==> src/hw/rtl/fsh_pkg.sv <==
// package: types, constants and helpers for the floyd-steinberg halftone core
`timescale 1ns / 1ps

package fsh_pkg;

  localparam int MAX_WIDTH  = 1024;
  localparam int CHANNELS   = 3;
  localparam int COL_W      = $clog2(MAX_WIDTH);
  localparam int ROW_W      = 16;
  localparam int WIDTH_W    = 11;
  localparam int CMP_W      = (COL_W + 1 > WIDTH_W) ? COL_W + 1 : WIDTH_W;
  localparam int CFG_DATA_W = 16;
  localparam int ACC_W      = 20;
  localparam int WIDE_W     = ACC_W + 2;
  localparam int PROD_W     = ACC_W + 4;

  typedef logic [COL_W-1:0]          col_t;
  typedef logic signed [ACC_W-1:0]   acc_t;
  typedef logic signed [WIDE_W-1:0]  wide_t;
  typedef logic signed [PROD_W-1:0]  prod_t;
  typedef acc_t [CHANNELS-1:0]       line_t;

  localparam acc_t  THRESHOLD = acc_t'(32640);
  localparam acc_t  FULL_INK  = acc_t'(65280);
  localparam wide_t ACC_MAX   = wide_t'(524287);
  localparam wide_t ACC_MIN   = -wide_t'(524288);

  typedef enum logic {
    CFG_IMAGE_WIDTH  = 1'b0,
    CFG_IMAGE_HEIGHT = 1'b1
  } cfg_idx_t;

  typedef struct packed {
    logic [7:0] red_level;
    logic [7:0] green_level;
    logic [7:0] blue_level;
  } in_t;

  typedef struct packed {
    logic red_dot;
    logic green_dot;
    logic blue_dot;
    logic row_end;
    logic frame_end;
  } out_t;

  typedef struct packed {
    logic col_nz;
    logic row_nz;
    logic last_col;
    logic last_row;
  } pix_ctl_t;

  typedef struct packed {
    logic dot;
    acc_t right_nxt;
    acc_t diag_nxt;
    acc_t line_nxt;
    acc_t wr_data;
  } chan_res_t;

  function automatic acc_t sat20(input wide_t v);
    acc_t r;
    if (v > ACC_MAX) begin
      r = acc_t'(ACC_MAX);
    end else if (v < ACC_MIN) begin
      r = acc_t'(ACC_MIN);
    end else begin
      r = acc_t'(v);
    end
    return r;
  endfunction

endpackage

==> src/hw/rtl/fsh_chan.sv <==
// one color channel: threshold decision and error shares for one pixel
`timescale 1ns / 1ps

module fsh_chan (
  input  logic              [7:0] level,
  input  fsh_pkg::acc_t           right_carry,
  input  fsh_pkg::acc_t           diag_carry,
  input  fsh_pkg::acc_t           below_raw,
  input  fsh_pkg::acc_t           line_prev,
  input  fsh_pkg::pix_ctl_t       ctl,
  output fsh_pkg::chan_res_t      res
);
  import fsh_pkg::*;

  logic [7:0] ink;
  wide_t      base;
  wide_t      acc;
  acc_t       sum;
  logic       dot;
  acc_t       err;
  prod_t      err_w;
  prod_t      e7;
  prod_t      e5;
  prod_t      e3;
  acc_t       q7;
  acc_t       q5;
  acc_t       q3;
  acc_t       q1;

  assign ink   = 8'hFF - level;
  assign base  = wide_t'({{(WIDE_W - 16){1'b0}}, ink, 8'h00});
  assign acc   = base + wide_t'(right_carry) + (ctl.row_nz ? wide_t'(below_raw) : '0);
  assign sum   = sat20(acc);
  assign dot   = (sum >= THRESHOLD);
  assign err   = dot ? sum - FULL_INK : sum;

  assign err_w = prod_t'(err);
  assign e7    = (err_w <<< 3) - err_w;
  assign e5    = (err_w <<< 2) + err_w;
  assign e3    = (err_w <<< 1) + err_w;
  assign q7    = acc_t'(e7 >>> 4);
  assign q5    = acc_t'(e5 >>> 4);
  assign q3    = acc_t'(e3 >>> 4);
  assign q1    = acc_t'(err_w >>> 4);

  always_comb begin
    res.dot       = dot;
    res.right_nxt = ctl.last_col ? '0 : q7;
    res.diag_nxt  = ctl.last_col ? '0 : q1;
    res.line_nxt  = ctl.last_row ? below_raw : sat20(wide_t'(diag_carry) + wide_t'(q5));
    res.wr_data   = (ctl.col_nz && !ctl.last_row) ?
                    sat20(wide_t'(line_prev) + wide_t'(q3)) : line_prev;
  end

endmodule

==> config.mk <==
export PLATFORM = sky130hd
export DESIGN_NAME = fsh_chan
export DESIGN_NICKNAME = d
export VERILOG_FILES = /design/src/hw/rtl/fsh_pkg.sv /design/src/hw/rtl/fsh_chan.sv
export SDC_FILE = /design/constraint.sdc
export NUM_CORES = 1
export LEC_CHECK = 0
export ABC_AREA = 0
export BUFFER_PORTS_ARGS = -buffer_cell sky130_fd_sc_hd__buf_2
export CORE_UTILIZATION = 33
export DETAILED_ROUTE_END_ITERATION = 12
export MAX_ROUTING_LAYER = met4
export PLACE_DENSITY = 0.61
export SLEW_MARGIN = 5
export SYNTH_ARGS = -nofsm -noshare
export SYNTH_HDL_FRONTEND = slang
export SYNTH_SLANG_ARGS = --single-unit
export TNS_END_PERCENT = 100
==> constraint.sdc <==
create_clock -name vclk -period 38.1
set_clock_uncertainty 0.15 [all_clocks]
set_input_delay 5.715 -clock vclk [all_inputs]
set_output_delay 5.715 -clock vclk [all_outputs]
set_load 0.01 [all_outputs]
==> flow_summary.ini <==
[floorplanning]
fp-row-count = 54
fp.dieW_um = 153
coreArea_mm2 = 0.0221
dieArea_mm2 = 0.0234
io_pins = 173
start_util_pct = 34.1
die_h_um = 153

[global_routing]
grt_max_degree = 38
grtUsageTotal_pct = 20.7
antenna_found_initial = 0
first_global_vias = 7684
gr-total-overflow = 0
grt_pass1_wl_mm = 39.1

[timing]
finalHoldViolations = 0
rsz0062_at_grt = false
clock.fmax_mhz = 43.8
post-route-period-util_pct = 60.0
period_needed_ps = 22850
finalSetupTns_ps = 0
setup_viol = 0
relSlewSlack_pct = 26.4
drv_slew = 0
worst_slew_pin_slew_ps = 1090

[route]
detail-route-antenna-nets = 0
vias = 8352
drtIter0Drc = 541
routed_wl_mm = 24.5
drcViolationCount = 0
firstDrtPassIters = 5
wl_per_cell_um = 16.3
viasPerCell = 5.56

[logic_synthesis]
avgSynthCellArea_um2 = 6.95
yosysTopAreaCellShare_pct = 22.1
synth.most_common_cell = ha_1
ys_types = 83
synth_nets = 1312
yosys-top-cells-count = ha_1, nor2_1, a21oi_1
postSynthCellCount = 1083
yosysWarningCount = 0
yosysSeqAreaShare_pct = 0
synthTopCellsByArea = ha_1, xnor2_1, nor2_1, a21oi_1, o21ai_0
syn_area_mm2 = 0.00752
netlist.top_cell.by_area = ha_1

[run]
drv_cap = 0

[critical_path]
startpoint_type = input pin
cp_slowest_cell = nor3_1
end_kind = output pin
path_max_fanout = 21
worstPathRequired_ps = 32240
cpPeakStageDelay_ps = 680
criticalPathCategory = in -> out
arrival_ps = 16990

[layout]
post-route-util_pct = 38.9
drive_above_1_share_pct = 17.5
diodes = 0
multi_input_area_mm2 = 0.00707
clockBufferCount = 0
synthToLayoutAreaGrowth_pct = 14.1
final_cell_area_mm2 = 0.00859
seq_area_um2 = 0
num-nets-final = 1453
fillCellCount = 2368
seq_cell_count = 0

[clock_tree]
post_cts.repair.setup_buffers = 0
cts_hold_buffers = 0
ctsResizeCount = 0

[placed_design]
port_buffers = 173
place_congestion = 0.942
postPlaceCellArea_mm2 = 0.00859
place_hpwl_mm = 21.2

[hold_path]
hp-class = in -> out

[outcome]
status = finished, final reports clean
path summary, 6_finish.rpt:
path | startpoint | to | slack (ps) | cells after the start
setup / recovery | level[0] | res[37] | 15250 | 51
hold / removal | below_raw[8] | res[28] | 11580 | 4
placed cells by master, fill, tap and decap left out, types with 5 or more instances in the layout:
cell and count:
xnor2_1 67, a221oi_1 5, a21oi_1 83, nand4_1 5, o31ai_1 10, o21ai_0 79
nand2b_1 13, ha_1 133, inv_1 72, and2_1 27, a211oi_1 15, o211ai_1 8
o21ai_1 6, nand2_1 66, o21bai_1 11, a221o_1 16, xor2_1 27, buf_2 173
nor3_1 28, and3_1 11, a31oi_1 9, a21o_1 37, nand3_1 26, maj3_1 18
o21a_1 20, a21oi_2 8, nor2b_1 19, nor2_1 119, or3_1 8, a211o_1 5
kinds of logic (layout without fill, tap and decap cells):
| logic type | Yosys count | after routing | share of synthesized area, % |
|---|---|---|---|
| fa+ha+maj | 156 | 156 | 25.7 |
| buf+inv | 110 | 249 | 5.99 |
| simple gates | 346 | 346 | 22.2 |
| xor+xnor | 97 | 97 | 11.6 |
| compound gates | 367 | 367 | 33.5 |
| mux | 7 | 7 | 0.998 |
per-stage QoR:
| step | hold WS [ps] | worst slack (ps) | std cells |
|---|---|---|---|
| 2_1_floorplan | 11410 | 17110 | 1083 |
| 4_1_cts | 11580 | 15330 | 1502 |
| 6_report | 11580 | 15250 | 1502 |
| 3_3_place_gp | 11580 | 15600 | 1502 |
| 5_1_grt | 11600 | 14010 | 1502 |
| 3_5_place_dp | 11580 | 15420 | 1502 |
area by class of cell:
cell class                      count  area share [%]
Tap cell                          280            4.08
Multi-Input combinational cell    973            82.4
Inverter                           73            3.19
Timing Repair Buffer              176            10.3
worst max-delay path: cells and delay by family:
kind / cells / cell delay, ps
buffers and inverters: 8 / 930
AO/OA/AOI/OAI: 22 / 4520
adder cells (fa/ha/maj): 6 / 1910
XOR/XNOR: 3 / 670
AND/OR/NAND/NOR: 12 / 3230
per-layer routing:
metal  up-vias  routed length [um]  track usage [%]
met2       228               10800             33.1
met1      3867               12500             29.6
li1       4239                   -                -
met5         -                   0                -
met3        18                 835            0.482
met4         0                 348             2.84
Power is not shown: default switching activity piles up to over one toggle a cycle in this logic, so the estimate is an artifact.
